==> config.mk <==
export PLATFORM = sky130hd
export DESIGN_NAME = rotary_step_selector_flat
export DESIGN_NICKNAME = d
export VERILOG_FILES = /design/src/rtl/core/rss_pkg.sv /design/src/rtl/core/rss_stream_if.sv /design/src/rtl/core/rotary_step_selector.sv /design/src/flat_wrapper.sv
export SDC_FILE = /design/constraint.sdc
export NUM_CORES = 1
export LEC_CHECK = 0
export ABC_AREA = 1
export BUFFER_PORTS_ARGS = -buffer_cell sky130_fd_sc_hd__buf_2
export CAP_MARGIN = 20
export CORE_MARGIN = 4
export CORE_UTILIZATION = 56
export DETAILED_ROUTE_END_ITERATION = 7
export GPL_TIMING_DRIVEN = 1
export PLACE_DENSITY = 0.74
export SLEW_MARGIN = 20
export SYNTH_ARGS = -nofsm -noshare
export SYNTH_HDL_FRONTEND = slang
export SYNTH_SLANG_ARGS = --single-unit
export TNS_END_PERCENT = 30
==> constraint.sdc <==
create_clock -name clk_i -period 4.6 [get_ports clk_i]
set_input_delay 0.69 -clock clk_i [delete_from_list [all_inputs] [get_ports clk_i]]
set_output_delay 0.69 -clock clk_i [all_outputs]
set_load 0.01 [all_outputs]
==> src/rtl/core/rss_pkg.sv <==
// rss_pkg: types, register indexes and reset constants of the rotary step selector.
// No dependencies; used by the channel interfaces and the top level.

package rss_pkg;

  // width of every configuration register
  localparam int unsigned CfgW = 20;
  // default width of the lockout and settle timers
  localparam int unsigned TimerWidthDef = 20;

  // register reset values
  localparam logic [CfgW-1:0] LockoutTicksRst = CfgW'(15000);
  localparam logic [CfgW-1:0] SettleTicksRst  = CfgW'(1000);
  localparam logic [CfgW-1:0] HoldoffTicksRst = CfgW'(150000);

  // configuration register indexes
  typedef enum logic [1:0] {
    REG_LOCKOUT = 2'd0,
    REG_SETTLE  = 2'd1,
    REG_HOLDOFF = 2'd2,
    REG_UNUSED  = 2'd3
  } reg_idx_e;

  // step direction, also the step_event code of a result
  typedef enum logic [1:0] {
    DIR_NONE = 2'd0,
    DIR_UP   = 2'd1,
    DIR_DOWN = 2'd2
  } dir_e;

  typedef logic [1:0] pos_t;
  typedef logic [3:0] led_t;

endpackage

==> src/rtl/core/rss_stream_if.sv <==
// rss_in_if / rss_out_if: valid/ready channels of the rotary step selector.
// Depends on rss_pkg for the payload types.

interface rss_in_if;
  logic valid;
  logic ready;
  logic pin_a;
  logic pin_b;
  logic button;

  modport source (output valid, output pin_a, output pin_b, output button, input ready);
  modport sink   (input valid, input pin_a, input pin_b, input button, output ready);
endinterface

interface rss_out_if;
  logic          valid;
  logic          ready;
  rss_pkg::led_t led_pattern;
  logic          idle_indicator;
  rss_pkg::pos_t position;
  logic [1:0]    step_event;

  modport source (output valid, output led_pattern, output idle_indicator,
                  output position, output step_event, input ready);
  modport sink   (input valid, input led_pattern, input idle_indicator,
                  input position, input step_event, output ready);
endinterface

==> src/rtl/core/rotary_step_selector.sv <==
// rotary_step_selector: rotary encoder step decoder with an enable button.
// Depends on rss_pkg and on the channel interfaces in rss_stream_if.sv.
//
// Usage:
//   in_i carries one pin sample per transfer: encoder channels A and B
//   (active low) and the enable button (1 = pressed). Each transfer is one
//   time tick for the lockout, settle and holdoff timers.
//   out_o carries exactly one result per input transfer, in order: the LED
//   pattern (one-hot position while enabled), the idle indicator, the
//   position and the step event of that tick.
//   cfg_we_i/cfg_idx_i/cfg_wdata_i write lockout_ticks (0), settle_ticks (1)
//   and button_holdoff_ticks (2); other indexes are dropped. Write only
//   while no transfer is in flight.
// Timing:
//   Two register stages: a sample is held in the input register, then the
//   decoder state and the result register update together when it moves
//   on. One transfer per cycle is sustained while out_o does not stall.
// Reset:
//   Asynchronous, active low. Position 0, disabled, lockout timer at zero
//   (the lockout runs from reset), both pins taken as high, registers at
//   their defaults (15000, 1000, 150000).
// Stall:
//   When out_o stalls, the result holds, the input register keeps one more
//   sample, and in_i.ready drops only once both are full.

module rotary_step_selector #(
  parameter int unsigned TIMER_WIDTH = rss_pkg::TimerWidthDef
) (
  input  logic                     clk_i,
  input  logic                     rst_ni,
  input  logic                     cfg_we_i,
  input  logic [1:0]               cfg_idx_i,
  input  logic [rss_pkg::CfgW-1:0] cfg_wdata_i,
  rss_in_if.sink                   in_i,
  rss_out_if.source                out_o
);

  localparam int unsigned CfgW = rss_pkg::CfgW;
  localparam int unsigned CmpW = (TIMER_WIDTH > CfgW) ? TIMER_WIDTH : CfgW;
  localparam logic [TIMER_WIDTH-1:0] TimerMax = {TIMER_WIDTH{1'b1}};

  // configuration registers
  logic [CfgW-1:0] lockout_ticks_q, settle_ticks_q, holdoff_ticks_q;

  // input register
  logic s1_valid_q;
  logic s1_a_q, s1_b_q, s1_btn_q;

  // decoder state
  rss_pkg::pos_t          pos_q, pos_d;
  logic                   en_q, en_d;
  logic [TIMER_WIDTH-1:0] lock_cnt_q, lock_cnt_d;
  logic [TIMER_WIDTH-1:0] settle_cnt_q, settle_cnt_d;
  rss_pkg::dir_e          pend_q, pend_d;
  logic [1:0]             prev_pins_q;
  logic                   prev_btn_q, prev_btn_d;
  logic [CfgW-1:0]        hold_cnt_q, hold_cnt_d;

  // result register
  logic           out_valid_q;
  rss_pkg::led_t  led_q;
  logic           idle_q;
  rss_pkg::pos_t  opos_q;
  rss_pkg::dir_e  event_q;

  logic          advance;
  logic          in_ready;
  logic          fire;
  rss_pkg::dir_e event_d;
  rss_pkg::dir_e new_dir;
  logic          lock_open;
  logic          fall_a, fall_b;
  logic          up_ok, dn_ok, lvl_ok;
  logic [CmpW-1:0] need;
  logic [TIMER_WIDTH-1:0] settle_inc;

  assign advance  = !out_valid_q || out_o.ready;
  assign in_ready = !s1_valid_q || advance;
  assign fire     = s1_valid_q && advance;
  assign in_i.ready = in_ready;

  // step decoding for the sample in the input register
  always_comb begin
    lock_open = CmpW'(lock_cnt_q) > CmpW'(lockout_ticks_q);
    fall_a = prev_pins_q[0] && !s1_a_q;
    fall_b = prev_pins_q[1] && !s1_b_q;
    up_ok  = !s1_a_q && s1_b_q;
    dn_ok  = !s1_b_q && s1_a_q;
    lvl_ok = (pend_q == rss_pkg::DIR_UP) ? up_ok : dn_ok;
    // a settle time of zero acts as one
    need = (settle_ticks_q == '0) ? CmpW'(1) : CmpW'(settle_ticks_q);
    settle_inc = (settle_cnt_q == TimerMax) ? settle_cnt_q : settle_cnt_q + 1'b1;

    event_d      = rss_pkg::DIR_NONE;
    pend_d       = pend_q;
    settle_cnt_d = settle_cnt_q;

    // confirm or drop a pending step
    if (pend_q != rss_pkg::DIR_NONE) begin
      if (lvl_ok) begin
        settle_cnt_d = settle_inc;
        if (CmpW'(settle_inc) >= need) begin
          event_d = pend_q;
          pend_d  = rss_pkg::DIR_NONE;
        end
      end else begin
        pend_d       = rss_pkg::DIR_NONE;
        settle_cnt_d = '0;
      end
    end

    // arm or take a new step on an edge whose confirming level is already there
    new_dir = rss_pkg::DIR_NONE;
    if (fall_a && up_ok) begin
      new_dir = rss_pkg::DIR_UP;
    end else if (fall_b && dn_ok) begin
      new_dir = rss_pkg::DIR_DOWN;
    end
    if (pend_d == rss_pkg::DIR_NONE && event_d == rss_pkg::DIR_NONE && lock_open &&
        new_dir != rss_pkg::DIR_NONE) begin
      settle_cnt_d = TIMER_WIDTH'(1);
      if (need == CmpW'(1)) begin
        event_d = new_dir;
      end else begin
        pend_d = new_dir;
      end
    end

    pos_d = pos_q;
    unique case (event_d)
      rss_pkg::DIR_UP:   pos_d = pos_q + 2'd1;
      rss_pkg::DIR_DOWN: pos_d = pos_q - 2'd1;
      default:           pos_d = pos_q;
    endcase

    if (event_d != rss_pkg::DIR_NONE) begin
      lock_cnt_d   = '0;
      settle_cnt_d = '0;
    end else begin
      lock_cnt_d = (lock_cnt_q == TimerMax) ? lock_cnt_q : lock_cnt_q + 1'b1;
    end

    // button toggle, ignored during holdoff
    en_d       = en_q;
    prev_btn_d = prev_btn_q;
    hold_cnt_d = hold_cnt_q;
    if (hold_cnt_q != '0) begin
      hold_cnt_d = hold_cnt_q - 1'b1;
    end else begin
      if (s1_btn_q && !prev_btn_q) begin
        en_d       = !en_q;
        hold_cnt_d = holdoff_ticks_q;
      end
      prev_btn_d = s1_btn_q;
    end
  end

  // configuration writes
  always_ff @(posedge clk_i or negedge rst_ni) begin
    if (!rst_ni) begin
      lockout_ticks_q <= rss_pkg::LockoutTicksRst;
      settle_ticks_q  <= rss_pkg::SettleTicksRst;
      holdoff_ticks_q <= rss_pkg::HoldoffTicksRst;
    end else if (cfg_we_i) begin
      unique case (rss_pkg::reg_idx_e'(cfg_idx_i))
        rss_pkg::REG_LOCKOUT: lockout_ticks_q <= cfg_wdata_i;
        rss_pkg::REG_SETTLE:  settle_ticks_q  <= cfg_wdata_i;
        rss_pkg::REG_HOLDOFF: holdoff_ticks_q <= cfg_wdata_i;
        default: ;
      endcase
    end
  end

  // input register: load on every input transfer
  always_ff @(posedge clk_i or negedge rst_ni) begin
    if (!rst_ni) begin
      s1_valid_q <= 1'b0;
    end else if (in_ready) begin
      s1_valid_q <= in_i.valid;
    end
  end

  always_ff @(posedge clk_i) begin
    if (in_ready && in_i.valid) begin
      s1_a_q   <= in_i.pin_a;
      s1_b_q   <= in_i.pin_b;
      s1_btn_q <= in_i.button;
    end
  end

  // decoder state and result valid: advance together
  always_ff @(posedge clk_i or negedge rst_ni) begin
    if (!rst_ni) begin
      pos_q        <= '0;
      en_q         <= 1'b0;
      lock_cnt_q   <= '0;
      settle_cnt_q <= '0;
      pend_q       <= rss_pkg::DIR_NONE;
      prev_pins_q  <= 2'b11;
      prev_btn_q   <= 1'b0;
      hold_cnt_q   <= '0;
      out_valid_q  <= 1'b0;
    end else if (advance) begin
      out_valid_q <= s1_valid_q;
      if (s1_valid_q) begin
        pos_q        <= pos_d;
        en_q         <= en_d;
        lock_cnt_q   <= lock_cnt_d;
        settle_cnt_q <= settle_cnt_d;
        pend_q       <= pend_d;
        prev_pins_q  <= {s1_b_q, s1_a_q};
        prev_btn_q   <= prev_btn_d;
        hold_cnt_q   <= hold_cnt_d;
      end
    end
  end

  // result payload
  always_ff @(posedge clk_i) begin
    if (fire) begin
      led_q   <= en_d ? (rss_pkg::led_t'(1) << pos_d) : '0;
      idle_q  <= !en_d;
      opos_q  <= pos_d;
      event_q <= event_d;
    end
  end

  assign out_o.valid          = out_valid_q;
  assign out_o.led_pattern    = led_q;
  assign out_o.idle_indicator = idle_q;
  assign out_o.position       = opos_q;
  assign out_o.step_event     = event_q;

  // LED pattern agrees with the idle indicator
  assert property (@(posedge clk_i) disable iff (!rst_ni)
    out_valid_q |-> (idle_q ? (led_q == '0) : $onehot(led_q)))
    else $error("led pattern disagrees with enable");

  // a taken step restarts the lockout timer
  assert property (@(posedge clk_i) disable iff (!rst_ni)
    (fire && event_d != rss_pkg::DIR_NONE) |=> (lock_cnt_q == '0))
    else $error("lockout not restarted after step");

  // position moves only with a step
  assert property (@(posedge clk_i) disable iff (!rst_ni)
    (fire && event_d == rss_pkg::DIR_NONE) |=> (pos_q == $past(pos_q)))
    else $error("position moved without a step");

endmodule
==> src/flat_wrapper.sv <==
// flat-port wrapper written by rule: the top's interface ports become plain ports
module rotary_step_selector_flat 
#(
  parameter int unsigned TIMER_WIDTH = rss_pkg::TimerWidthDef
)
  (clk_i, rst_ni, cfg_we_i, cfg_idx_i, cfg_wdata_i, in_i_valid, in_i_pin_a, in_i_pin_b, in_i_button, in_i_ready, out_o_valid, out_o_led_pattern, out_o_idle_indicator, out_o_position, out_o_step_event, out_o_ready);
  rss_in_if in_i_i ();
  rss_out_if out_o_i ();
  input  logic clk_i;
  input  logic rst_ni;
  input  logic cfg_we_i;
  input  logic [1:0] cfg_idx_i;
  input  logic [rss_pkg::CfgW-1:0] cfg_wdata_i;
  input wire logic [$bits(in_i_i.valid)-1:0] in_i_valid;
  input wire logic [$bits(in_i_i.pin_a)-1:0] in_i_pin_a;
  input wire logic [$bits(in_i_i.pin_b)-1:0] in_i_pin_b;
  input wire logic [$bits(in_i_i.button)-1:0] in_i_button;
  output wire logic [$bits(in_i_i.ready)-1:0] in_i_ready;
  output wire logic [$bits(out_o_i.valid)-1:0] out_o_valid;
  output wire logic [$bits(out_o_i.led_pattern)-1:0] out_o_led_pattern;
  output wire logic [$bits(out_o_i.idle_indicator)-1:0] out_o_idle_indicator;
  output wire logic [$bits(out_o_i.position)-1:0] out_o_position;
  output wire logic [$bits(out_o_i.step_event)-1:0] out_o_step_event;
  input wire logic [$bits(out_o_i.ready)-1:0] out_o_ready;
  assign in_i_i.valid = in_i_valid;
  assign in_i_i.pin_a = in_i_pin_a;
  assign in_i_i.pin_b = in_i_pin_b;
  assign in_i_i.button = in_i_button;
  assign in_i_ready = in_i_i.ready;
  assign out_o_valid = out_o_i.valid;
  assign out_o_led_pattern = out_o_i.led_pattern;
  assign out_o_idle_indicator = out_o_i.idle_indicator;
  assign out_o_position = out_o_i.position;
  assign out_o_step_event = out_o_i.step_event;
  assign out_o_i.ready = out_o_ready;
  rotary_step_selector #(.TIMER_WIDTH(TIMER_WIDTH)) u_core (.clk_i(clk_i), .rst_ni(rst_ni), .cfg_we_i(cfg_we_i), .cfg_idx_i(cfg_idx_i), .cfg_wdata_i(cfg_wdata_i), .in_i(in_i_i), .out_o(out_o_i));
endmodule
Yosys cells after proc, flatten, opt, wreduce, memory -nomap -nowiden. Cells that the tools add are included.

Multiplexer cells: 26. Shift operators: 1. $mul: 0. Add/sub/neg operators: 5. Order comparisons: 2. Divide/modulo/power cells: 0. Equal/unequal tests: 9. Reductions and logical operators: 39. Bitwise gates (word level): 1.

Operators by type and width (number): 20-bit 2-to-1 mux (10); 20-bit by 1-bit adder with 20-bit output, second input constant (2); 20-bit == test, second input constant (2); 2-bit 2-to-1 mux (12); 20-bit by 1-bit == test with 1-bit output, second input constant (1); 20-bit >= comparator (1); 20-bit > comparator (1); 20-bit logical NOT (1); 20-bit nonzero test (1); 20-bit by 1-bit subtractor with 20-bit output, second input constant (1); 1-bit logical AND (12); 3-bit AND reduction (4); 2-bit AND reduction (4); 2-bit nonzero test (4); 1-bit logical NOT (7); 2-bit by 1-bit == test with 1-bit output, second input constant (3); 2-bit logical NOT (3); 2-bit == test, second input constant (2); 2-bit one-hot mux with 2 select lines (1); 1-bit by 2-bit << shifter with 4-bit output, first input constant (1); 1-bit 2-to-1 mux (3); 3-bit nonzero test (1); 2-bit by 1-bit adder with 2-bit output, second input constant (1); 1-bit logical OR (2); 3 further kinds (3).

Latch bits: 0. Bits in writable memories: 0. Input bits: 30. Logic and storage cells: 103. Memories kept: 0. ROM bits: 0. Register bits after elaboration: 142. Output and inout port bits: 11.

Longest topological paths before layout. Gate-level depths: netlist of the first run.

Depth after elaboration: 14. Gate-level depth with buffers: 31. Mapped depth without buffers: 30.

Worst setup path after synthesis of the first run. No wires, ideal clock.

Path kind: register -> register. Start point: register u_core.settle_cnt_q[0]. End point: register u_core.led_q[1], in the netlist u_core.out_o.led_pattern[1] (data pin). Cell stages (with the launch flop): 24. Arrival time: 3.435 ns. Buffers on the path: 0. Clock period less this slack: 3.698 ns. Setup time: 0.263 ns. Required time: 4.337 ns. Setup slack: 0.902 ns. Path through: dfrtp_1 > ha_1 > inv_1 > nor2_2 > nand2_2 > nor2_2 > nand2_1 > o31ai_1 > inv_1 > ha_1 > nand2_1 > nor3_1 > nor2b_1 > nand2_1 > nand2_1 > nand2_1 > nand2_1 > inv_1 > ha_1 > a21boi_0 > o21ai_0 > xor2_1 > or2_1 > nor2_1.

Word-level cells in the longest chain between the ends: 14. Elaborated cells on any way between the ends: 21. Those cells by class: add/sub (1); order compare (1); eq/ne (3); shift (1); mux (10); reduce/logical (5).

Ends and longest elaborated chain: from (decl) (line rotary_step_selector.sv:53) `logic [TIMER_WIDTH-1:0] settle_cnt_q, settle_cnt_d;`; from (signal assigned) (line rotary_step_selector.sv:209) `settle_cnt_q <= settle_cnt_d;`; 20-bit by 1-bit adder with 20-bit output or 20-bit == test (tied branches) (line rotary_step_selector.sv:92) `settle_inc = (settle_cnt_q == TimerMax) ? settle_cnt_q : settle_cnt_q + 1'b1;`; 20-bit 2-to-1 mux * (line rotary_step_selector.sv:92); 20-bit >= comparator * (line rotary_step_selector.sv:102) `if (CmpW'(settle_inc) >= need) begin`; 2-bit 2-to-1 mux (line rotary_step_selector.sv:102); 2-bit 2-to-1 mux (line rotary_step_selector.sv:100) `if (lvl_ok) begin`; 2-bit 2-to-1 mux (line rotary_step_selector.sv:99) `if (pend_q != rss_pkg::DIR_NONE) begin`; 2-bit logical NOT (line rotary_step_selector.sv:119) `if (pend_d == rss_pkg::DIR_NONE && event_d == rss_pkg::DIR_NONE && lock_open &&`; 1-bit logical AND (3 in a row) (line rotary_step_selector.sv:119); 2-bit 2-to-1 mux * (line rotary_step_selector.sv:119); named net u_core.event_d[1] (line rotary_step_selector.sv:69) `rss_pkg::dir_e event_d;`; 2-bit == test or 2-bit by 1-bit == test with 1-bit output (tied branches) (line rotary_step_selector.sv:130) `unique case (event_d)`; 2-bit one-hot mux with 2 select lines * (line rotary_step_selector.sv:130); named net u_core.pos_d[1] (line rotary_step_selector.sv:50) `rss_pkg::pos_t pos_q, pos_d;`; 1-bit by 2-bit << shifter with 4-bit output * (line rotary_step_selector.sv:221) `led_q <= en_d ? (rss_pkg::led_t'(1) << pos_d) : '0;`; to (signal assigned) (line rotary_step_selector.sv:221); to (decl) (line rotary_step_selector.sv:61) `rss_pkg::led_t led_q;`.

The timed path passes the listed nets; every way through them passes the cells marked *. A chain may end at the register's enable or synchronous reset.

Worst setup path in the final report of the first run. Ends and elaborated chain as after synthesis.

==> results of run 1 <==
[worst paths after layout]
path / cells past startpoint / slack (ns) / endpoint / start
max in group asynchronous: 2 / 3.17 / u_core.settle_ticks_q[6] / rst_ni
setup reg to reg: 23 / 0.33 / u_core.out_o.led_pattern[1] / u_core.settle_cnt_q[0]
hold reg to reg: 2 / 0.49 / u_core.holdoff_ticks_q[12] / u_core.holdoff_ticks_q[12]
min in group clk_i: 1 / 0.44 / u_core.s1_a_q / in_i_pin_a
setup / recovery: 23 / 0.33 / u_core.out_o.led_pattern[1] / u_core.settle_cnt_q[0]
hold / removal: 1 / 0.36 / u_core.settle_cnt_q[1] / rst_ni
[per-layer routing]
metal	vias to the layer above	track usage	part of all wire
li1	3613	-	-
met1	3359	0.324	0.44
met2	213	0.379	0.47
met3	49	0.0543	0.053
met4	0	0.0992	0.031
met5	-	0	0
[power breakdown]
part / internal, uW / switching [uW]
sequential: 1530 / 229
combinational: 455 / 781
clock: 855 / 557
[placed cells by master (no fill, tap or decap), types with 2 or more instances in the layout]
cell / Yosys / final
nand2_2: 4 / 5
nor2_4: 4 / 4
o21ai_0: 89 / 89
xnor2_1: 7 / 7
nor2_2: 5 / 5
nor4_1: 2 / 2
edfxtp_1: 12 / 12
and3_1: 2 / 2
bufinv_16: 0 / 2
nand2_4: 2 / 3
nand4_1: 20 / 20
o31ai_1: 9 / 9
nor3_1: 14 / 14
dfrtp_1: 107 / 107
inv_1: 144 / 144
nor3b_1: 2 / 2
buf_2: 8 / 39
nand3_1: 63 / 62
o21a_1: 3 / 3
inv_4: 1 / 3
clkbuf_1: 14 / 3
o21ai_2: 18 / 18
nand2_1: 332 / 330
dfstp_2: 23 / 23
nand3_4: 2 / 2
nand3b_1: 3 / 3
clkinv_4: 1 / 4
inv_6: 0 / 2
xor2_1: 34 / 34
o21ai_1: 5 / 5
a21oi_1: 22 / 22
buf_4: 2 / 7
or2_2: 2 / 2
ha_1: 45 / 44
nor2_1: 82 / 82
clkbuf_16: 0 / 18
a21oi_2: 2 / 2
nand3_2: 1 / 2
[registers in the layout (all words and copies together) (netlist names), 2 cells and up]
name and flops:
u_core.lock_cnt_q 20, u_core.prev_pins_q 2, u_core.settle_cnt_q 20, u_core.out_o.position 2
u_core.holdoff_ticks_q 20, u_core.hold_cnt_q 20, u_core.settle_ticks_q 20, u_core.pos_q 2
u_core.lockout_ticks_q 20, u_core.pend_q 2, u_core.out_o.led_pattern 4, u_core.out_o.step_event 2
[logic make-up (layout without fill, tap and decap cells)]
| logic type | Yosys count | after routing |
|---|---|---|
| AO/OA/AOI/OAI | 151 | 151 |
| XOR/XNOR | 41 | 41 |
| adder cells (fa/ha/maj) | 45 | 45 |
| buffers and inverters | 177 | 227 |
| flip-flops | 142 | 142 |
| multiplexers | 1 | 1 |
| AND/OR/NAND/NOR | 546 | 546 |
[layout make-up]
class / instances / share of cell area
Clock inverter: 10 / 0.0133
Timing Repair Buffer: 47 / 0.0273
Clock buffer: 22 / 0.0501
Sequential cell: 142 / 0.384
Multi-Input combinational cell: 784 / 0.442
Tap cell: 184 / 0.0242
Inverter: 148 / 0.0596
[cells in the mapped netlist (14+ instances only)]
cell type / n
o21ai_2: 18
nand4_1: 20
ha_1: 45
inv_1: 144
nor2_1: 82
dfstp_2: 23
o21ai_0: 89
dfrtp_1: 107
nand2_1: 332
nand3_1: 63
xor2_1: 34
nor3_1: 14
a21oi_1: 22
clkbuf_1: 14
[per-stage QoR]
step           hold slack [ns]  setup WS, ns
2_1_floorplan            0.394         0.902
3_3_place_gp             0.466         0.443
3_5_place_dp             0.474         0.325
4_1_cts                  0.406         0.274
5_1_grt                  0.427      -0.00344
6_report                 0.355         0.331
==> results.json, run 1 <==
{
  "worst-path-buf-inv": 3,
  "timing.final.crit_period_ns": 4.27,
  "portBuffers": 40,
  "grt_pass1_vias": 7049,
  "clockBufferDepth": 2,
  "grt_overflow": 0,
  "grt_pass1_wl_mm": 34.2,
  "crit_slowest_cell": "dfrtp_1",
  "cts_tree": "built",
  "htree_levels": 4,
  "synth_edf_count": 12,
  "async_flop_share": 0.915,
  "rows": 44,
  "grt_max_degree": 98,
  "crit_arrival_ns": 4.44,
  "fp.dieH_um": 132,
  "fin_cells": 1337,
  "setup_viol": 0,
  "wl_per_cell_um": 15.1,
  "io_pins": 41,
  "cts_hold_buffers": 0,
  "ctsResizeCount": 0,
  "path_common_cell": "nand2_1",
  "rsz0062_at_grt": "yes",
  "multi_input_area_um2": 4200,
  "synthTopCellsByArea": "dfrtp_1 (31%), nand2_1 (15%), dfstp_2 (7.1%)",
  "path_clk_slew_ns": 0.06,
  "ys.flop_type": "dfrtp_1",
  "dr.pass1.iters": 5,
  "syn2layout_area_growth_pct": 11.1,
  "synth-seq-cells": 142,
  "drv_slew": 0,
  "remaining_drc_errors": 0,
  "syn_inst": 1103,
  "yosysWarnings": 0,
  "gp_congestion": 0.940,
  "antenna_found_initial": 0,
  "regArea_um2": 3640,
  "max_slew_margin": 0.399,
  "synthSimpleGateAreaFrac": 0.278,
  "synth_top_family_by_area": "simple AND/OR/NAND/NOR gates",
  "hpwl_mm": 14.5,
  "synth_top_cell_area_share": 0.313,
  "ant_nets": 0,
  "crit_path_start_kind": "register",
  "antennaDiodeCount": 0,
  "grt_use_total": 0.241,
  "initial_core_util": 0.579,
  "syn_nets": 1178,
  "maxCapViolCount": 0,
  "path_class": "register to register",
  "synth_compound_area_frac": 0.101,
  "syn_avg_cell_area_um2": 7.75,
  "crit_path_max_incr_delay_ns": 0.44,
  "yosys.area_share.xor_xnor": 0.0420,
  "insertion_delay_ns": 0.42,
  "path_max_fanout": 6,
  "first_iter_violations": 619,
  "post-route-period-util": 0.928,
  "dieArea_um2": 17300,
  "clock-sinks": 142,
  "cp_cell_sequence": "ha_2 > inv_1 > nor2_2 > nand2_2 > nor2_2 > nand2_1 > o31ai_1 > inv_1 > ha_1 > nand2_1 > nor3_1 > nor2b_1 > nand2_1 > nand2_1 > nand2_1 > nand2_1 > inv_1 > ha_1 > a21boi_0 > o21ai_0 > xor2_1 > or2_1 > nor2_1",
  "core_area_um2": 14800,
  "status": "completed",
  "skew_ns": 0.0127,
  "p_leak_uw": 0.00481,
  "critPathRequiredTime_ns": 4.77,
  "yosysSeqAreaShare": 0.426,
  "dr_total_vias": 7234,
  "dp_cells": 1305,
  "worstSetupEndpointType": "register",
  "post-route-util": 0.644,
  "final_area_um2": 9500,
  "crit_family": "simple AND/OR/NAND/NOR gates",
  "cts_root_buf": "clkbuf_16",
  "fmax_ghz": 0.234,
  "fillCellCount": 1278,
  "hold_violations": 0,
  "cts_setup_buffers": 0,
  "synth-adder-area-share": 0.0659,
  "total_power_uw": 4410,
  "dpl-instance-area_um2": 8880,
  "synth_largest_area_cell": "dfrtp_1",
  "worst_pin_slew_ns": 0.901,
  "die_x_um": 132,
  "power_density_nw_per_um2": 464,
  "final_nets": 1215,
  "synth_area_um2": 8550,
  "tns_ns": 0,
  "drive_gt1_frac": 0.131,
  "vdd_drop_max_mv": 0.334,
  "synthMuxAreaShare": 0.00117,
  "hp-class": "input pin to asynchronous set/reset pin",
  "vias_per_cell": 5.41,
  "synth_cell_types": 47,
  "cts_inserted_buffers": 17,
  "wl_mm": 20.1
}
Note: power is estimated with default switching activity, not from simulation.
==> run 2: changes to the inputs <==
--- a/config.mk
+++ b/config.mk
@@ -5,7 +5,6 @@
 export SDC_FILE = /design/constraint.sdc
 export NUM_CORES = 1
 export LEC_CHECK = 0
-export ABC_AREA = 1
 export BUFFER_PORTS_ARGS = -buffer_cell sky130_fd_sc_hd__buf_2
 export CAP_MARGIN = 20
 export CORE_MARGIN = 4
==> run 2 against run 1 <==
Net effect:
- maximum frequency is 2.8% lower
- sequential share of layout area grew 1.1 points
- critical path depth fell by 2
- synthesized cell count down 25%
- utilization rose by 1.7 points
- count of clock-buffer cells in the layout grew 1
- critical endpoint is now u_core.lock_cnt_q[2]
- critical path type unchanged
==> results.json, run 2 <==
{
  "status": "completed",
  "final_nets": 959,
  "mostFrequentLayoutCells": "dfrtp_1 (107), nand2_1 (84), inv_1 (60), nor2_1 (60), o21ai_0 (50)",
  "maxCapViolCount": 0,
  "grt_pass1_wl_mm": 32.0,
  "yosysWarnings": 0,
  "insertion_delay_ns": 0.42,
  "max_slew_margin": 0.313,
  "antenna_found_initial": 0,
  "drv_slew": 0,
  "synth_largest_area_cell": "dfrtp_1",
  "p_leak_uw": 0.00406,
  "clockBufferDepth": 2,
  "seq_power_share": 0.437,
  "cts_hold_buffers": 0,
  "whs_ns": 0.338,
  "rows": 43,
  "syn_avg_cell_area_um2": 9.72,
  "skew_ns": 0.00604,
  "hold_violations": 0,
  "path_clk_slew_ns": 0.06,
  "setup_viol": 0,
  "synth_area_um2": 8040,
  "synth_common_cells": "dfrtp_1 (107), nand2_1 (86), nor2_1 (61), inv_1 (60), o21ai_0 (51)",
  "fin_cells": 1077,
  "synth_edf_count": 12,
  "fmax_ghz": 0.228,
  "dpl-instance-area_um2": 8510,
  "drive_gt1_frac": 0.220,
  "cts_root_buf": "clkbuf_16",
  "die_x_um": 128,
  "crit_path_start_kind": "register",
  "syn_nets": 902,
  "hp-class": "input pin to asynchronous set/reset pin",
  "power_density_nw_per_um2": 422,
  "post-route-period-util": 0.955,
  "grt_max_degree": 131,
  "timing.final.crit_period_ns": 4.39,
  "synth_cell_types": 70,
  "dieArea_um2": 16300,
  "synth_top_cell_area_share": 0.333,
  "yosysSeqAreaShare": 0.453,
  "yosysMostFrequentCell": "dfrtp_1",
  "grt_pass1_vias": 6533,
  "cts_tree": "built",
  "first_iter_violations": 699,
  "grt_overflow": 0,
  "wl_mm": 19.5,
  "wl_per_cell_um": 18.1,
  "multi_input_area_um2": 4080,
  "dr_total_vias": 6573,
  "syn2layout_area_growth_pct": 14.9,
  "synthTopCellsByArea": "dfrtp_1 (33%), dfstp_2 (7.5%), ha_1 (7.0%)",
  "clock-sinks": 142,
  "vias_per_cell": 6.10,
  "ys.flop_type": "dfrtp_1",
  "fillCellCount": 1092,
  "remaining_drc_errors": 0,
  "dr.pass1.iters": 5,
  "mostFrequentLayoutCell": "dfrtp_1",
  "vdd_drop_max_mv": 0.399,
  "final_area_um2": 9240,
  "post-route-util": 0.660,
  "power_frac_comb": 0.189,
  "cts_inserted_buffers": 17,
  "htree_levels": 4,
  "p_int_uw": 2740,
  "p_clk_frac": 0.374,
  "ant_nets": 0,
  "netSwitchingPower_uw": 1160,
  "path_class": "register to register",
  "portBuffers": 40,
  "gp_congestion": 0.955,
  "grt_use_total": 0.247,
  "syn_inst": 827,
  "antennaDiodeCount": 0,
  "fp.dieH_um": 128,
  "switching_share": 0.297,
  "dp_cells": 1040,
  "worstSetupEndpointType": "register",
  "regArea_um2": 3640,
  "async_flop_share": 0.915,
  "core_area_um2": 14000,
  "io_pins": 41,
  "path_max_fanout": 10,
  "hpwl_mm": 13.9,
  "critPathRequiredTime_ns": 4.93,
  "worst_pin_slew_ns": 1.03,
  "crit_arrival_ns": 4.72,
  "total_power_uw": 3890,
  "synth-seq-cells": 142,
  "initial_core_util": 0.574
}
[run 2: logic make-up (layout without fill, tap and decap cells)]
kind of cell               Yosys count  after routing  synth area share
AOI/OAI and AO/OA                  162            162             0.125
muxes                               51             51            0.0709
and+or+nand+nor                    301            301             0.195
xor gates and xnor gates            36             36            0.0392
DFF                                142            142             0.453
adders and majority gates           45             45            0.0701
buffers and inverters               90            160            0.0467
[run 2: final timing paths]
kind / startpoint / end / slack, ns / cells past startpoint
hold / removal: rst_ni / u_core.settle_cnt_q[18] / 0.34 / 2
min in group clk_i: in_i_pin_a / u_core.s1_a_q / 0.44 / 1
max in group asynchronous: rst_ni / u_core.settle_cnt_q[9] / 3.70 / 2
hold reg to reg: u_core.prev_pins_q[0] / u_core.prev_pins_q[0] / 0.48 / 2
setup / recovery: u_core.settle_cnt_q[4] / u_core.lock_cnt_q[2] / 0.21 / 21
setup reg to reg: u_core.settle_cnt_q[4] / u_core.lock_cnt_q[2] / 0.21 / 21
[run 2: routing by layer]
layer | track usage | share of wire | up-vias
met5 | 0 | 0 | -
met4 | 0.0668 | 0.015 | 0
met3 | 0.0613 | 0.067 | 35
met2 | 0.410 | 0.49 | 227
met1 | 0.326 | 0.43 | 3240
li1 | - | - | 3071
[run 2: stage by stage]
step	TNS, ns	setup WS, ns
floorplan	0	0.244
global placement	0	0.228
detailed placement	0	0.116
CTS	0	0.0818
global route	-0.137	-0.0481
finish	0	0.208
[run 2: power by group through the flow]
| stage | Combinational (uW) | Sequential [uW] | Clock (uW) |
|---|---|---|---|
| after floorplan | 530 | 1650 | 0 |
| after global placement | 674 | 1700 | 0 |
| after detailed placement | 718 | 1710 | 0 |
| after CTS | 732 | 1700 | 1470 |
| after global routing | 833 | 1730 | 1530 |
| final | 736 | 1700 | 1450 |
[run 2: repair_timing]
action,CTS,global route
resized for setup,0,13
buffers inserted,0,5
setup endpoints to repair,0,44
[run 2: final cells by class]
type / instances / share of cell area
tap: 180 / 0.0244
sequential: 142 / 0.394
inverter: 61 / 0.0248
timing repair buffer: 67 / 0.0470
clock inverter: 9 / 0.0140
multi-input combinational: 595 / 0.442
clock buffer: 23 / 0.0539
[run 2: worst max-delay path: stages, from the launching register on]
cell	delay, ns
dfrtp_1	0.45
nand3_2	0.21
nor4_4	0.38
buf_4	0.19
a21boi_2	0.10
and3_1	0.25
xnor2_1	0.14
ha_1	0.31
a21oi_1	0.15
o21ai_0	0.10
a211oi_1	0.17
o311ai_0	0.13
buf_4	0.17
nand3_1	0.10
o21a_1	0.18
ha_2	0.23
nand3_1	0.15
nor4_4	0.30
buf_4	0.21
nand2b_1	0.17
o21ai_0	0.10
o21ai_0	0.11
==> run 3: changes to the inputs <==
--- a/config.mk
+++ b/config.mk
@@ -8,11 +8,10 @@
 export BUFFER_PORTS_ARGS = -buffer_cell sky130_fd_sc_hd__buf_2
 export CAP_MARGIN = 20
 export CORE_MARGIN = 4
-export CORE_UTILIZATION = 56
+export CORE_UTILIZATION = 62
 export DETAILED_ROUTE_END_ITERATION = 7
 export GPL_TIMING_DRIVEN = 1
-export PLACE_DENSITY = 0.74
-export SLEW_MARGIN = 20
+export PLACE_DENSITY = 0.81
 export SYNTH_ARGS = -nofsm -noshare
 export SYNTH_HDL_FRONTEND = slang
 export SYNTH_SLANG_ARGS = --single-unit
==> run 3 against run 2 <==
Net effect:
- count of clock-buffer cells in the layout is 5 lower
- sequential share of layout area up 0.21 points
- first-iteration DRC count decreased by 8.2%
- clock power down 5%
- global-route usage is 2.4 points higher
- highest routed layer unchanged
==> results.json, run 3 (synthesis gave the netlist of run 2 again) <==
{
  "post-route-period-util": 0.975,
  "clock-sinks": 142,
  "die_x_um": 122,
  "insertion_delay_ns": 0.44,
  "fillCellCount": 945,
  "syn2layout_area_growth_pct": 14.3,
  "cts_inserted_buffers": 17,
  "drive_gt1_frac": 0.222,
  "grt_max_degree": 55,
  "max_slew_margin": 0.288,
  "mostFrequentLayoutCells": "dfrtp_1 (107), nand2_1 (85), inv_1 (60), nor2_1 (60), o21ai_0 (49)",
  "path_class": "register to register",
  "dieArea_um2": 14800,
  "reg2reg_slack_ns": 0.12,
  "final_nets": 957,
  "htree_levels": 4,
  "crit_path_start_kind": "register",
  "rows": 41,
  "hp-class": "input pin to asynchronous set/reset pin",
  "drv_slew": 0,
  "critPathRequiredTime_ns": 4.90,
  "vdd_drop_max_mv": 0.350,
  "worstSetupEndpointType": "register",
  "maxCapViolCount": 0,
  "hold_violations": 0,
  "vias_per_cell": 6.18,
  "total_power_uw": 3810,
  "io_pins": 41,
  "mostFrequentLayoutCell": "dfrtp_1",
  "grt_pass1_wl_mm": 31.3,
  "hpwl_mm": 14.0,
  "antenna_found_initial": 0,
  "wl_per_cell_um": 18.2,
  "timing.final.crit_period_ns": 4.48,
  "crit-reg2reg-launch": "u_core.settle_cnt_q[13]",
  "portBuffers": 40,
  "grt_use_total": 0.271,
  "dr_total_vias": 6593,
  "p_leak_uw": 0.00402,
  "wl_mm": 19.4,
  "dr.pass1.iters": 6,
  "cts_root_buf": "clkbuf_16",
  "setup_slack_ns": 0.116,
  "path_clk_slew_ns": 0.06,
  "first_iter_violations": 642,
  "crit_arrival_ns": 4.78,
  "clockBufferDepth": 2,
  "grt_overflow": 0,
  "r2r_end": "u_core.settle_cnt_q[7]",
  "cts_tree": "built",
  "ant_nets": 0,
  "initial_core_util": 0.634,
  "crit_slowest_cell": "dfrtp_1",
  "path_max_fanout": 32,
  "fp.dieH_um": 122,
  "gp_congestion": 0.949,
  "skew_ns": 0.00984,
  "antennaDiodeCount": 0,
  "grt_pass1_vias": 6409,
  "core_area_um2": 12700,
  "remaining_drc_errors": 0,
  "power_density_nw_per_um2": 415,
  "worst_pin_slew_ns": 1.07,
  "reg2reg_depth": 21,
  "path_common_cell": "buf_4",
  "setup_viol": 0,
  "tns_ns": 0,
  "status": "completed",
  "cp_cell_sequence": "nand4_1 > buf_4 > nor4_4 > buf_4 > nand2_1 > nor2_2 > mux2_2 > ha_1 > and4_1 > nand2_1 > o311ai_2 > buf_4 > nand3_1 > o21a_1 > ha_2 > buf_4 > nand2_1 > and2b_1 > buf_12 > a41oi_1 > a31oi_1",
  "fmax_ghz": 0.223,
  "crit_path_max_incr_delay_ns": 0.38,
  "dpl_worst_slack_ns": -0.0264,
  "post-route-util": 0.725
}
-- run 3: changes by cell type in the layout (fill, tap and decap cells not counted), moves of 2 or more --
cell and delta:
clkinv_2 -3, clkinvlp_4 +2, clkbuf_8 -5, bufinv_16 -2
inv_6 +2, clkinv_4 +4, inv_8 +3
-- run 3: how the worst max path moves through the flow --
stage	startpoint	to	slack [ns]	cells past startpoint
2_1_floorplan	u_core.settle_cnt_q[6]	u_core.lock_cnt_q[17]	0.24	20
5_1_grt	u_core.settle_cnt_q[14]	u_core.settle_cnt_q[7]	-0.15	21
3_3_place_gp	u_core.settle_cnt_q[9]	u_core.lock_cnt_q[15]	0.22	20
6_report	u_core.settle_cnt_q[13]	u_core.settle_cnt_q[7]	0.12	21
4_1_cts	u_core.settle_cnt_q[12]	u_core.lock_cnt_q[13]	0.005	21
3_5_place_dp	u_core.settle_cnt_q[0]	u_core.settle_cnt_q[9]	-0.03	21
-- run 3: metrics by stage --
stage / cell area (um2) / hold slack, ns / instances
final: 9190 / 0.308 / 1067
after CTS: 9100 / 0.325 / 1065
after global routing: 9190 / 0.359 / 1067
after global placement: 8500 / 0.448 / 1033
after floorplan: 8040 / 0.394 / 827
after detailed placement: 8500 / 0.462 / 1033
-- run 3: cell type report --
| type | instances | area, um2 | share of cell area |
|---|---|---|---|
| multi-input cells | 595 | 4100 | 0.446 |
| flip-flops and latches | 142 | 3640 | 0.396 |
| clock buffers | 18 | 450 | 0.0490 |
| repair buffers | 65 | 407 | 0.0443 |
| inverters | 61 | 229 | 0.0249 |
| well taps | 172 | 215 | 0.0234 |
| clock inverters | 14 | 149 | 0.0162 |
-- run 3: power breakdown --
group          internal (uW)  switching, uW  total (uW)
combinational            315            414         729
clock                    795            589        1380
sequential              1500            202        1700
total                   2610           1210        3810
-- run 3: routing by layer --
layer	up-vias	track usage	wire length (um)
met4	0	0.113	770
met1	3209	0.343	8070
met3	68	0.0747	1210
met2	254	0.442	9400
li1	3062	-	-
met5	-	0	0
-- run 3: what timing repair did --
item,CTS,global route
resized for setup,2,16
setup buffers,0,2
pin swaps,1,4
endpoints found under the setup margin,3,45
hold buffers,0,0
-- run 3: critical path, delay by kind of cell, from the launching register on --
| family | cells | cell delay, ns |
|---|---|---|
| flops | 1 | 0.38 |
| buf+inv | 5 | 0.92 |
| mux | 1 | 0.35 |
| simple gates | 9 | 1.39 |
| fa+ha+maj | 2 | 0.51 |
| compound gates | 4 | 0.79 |
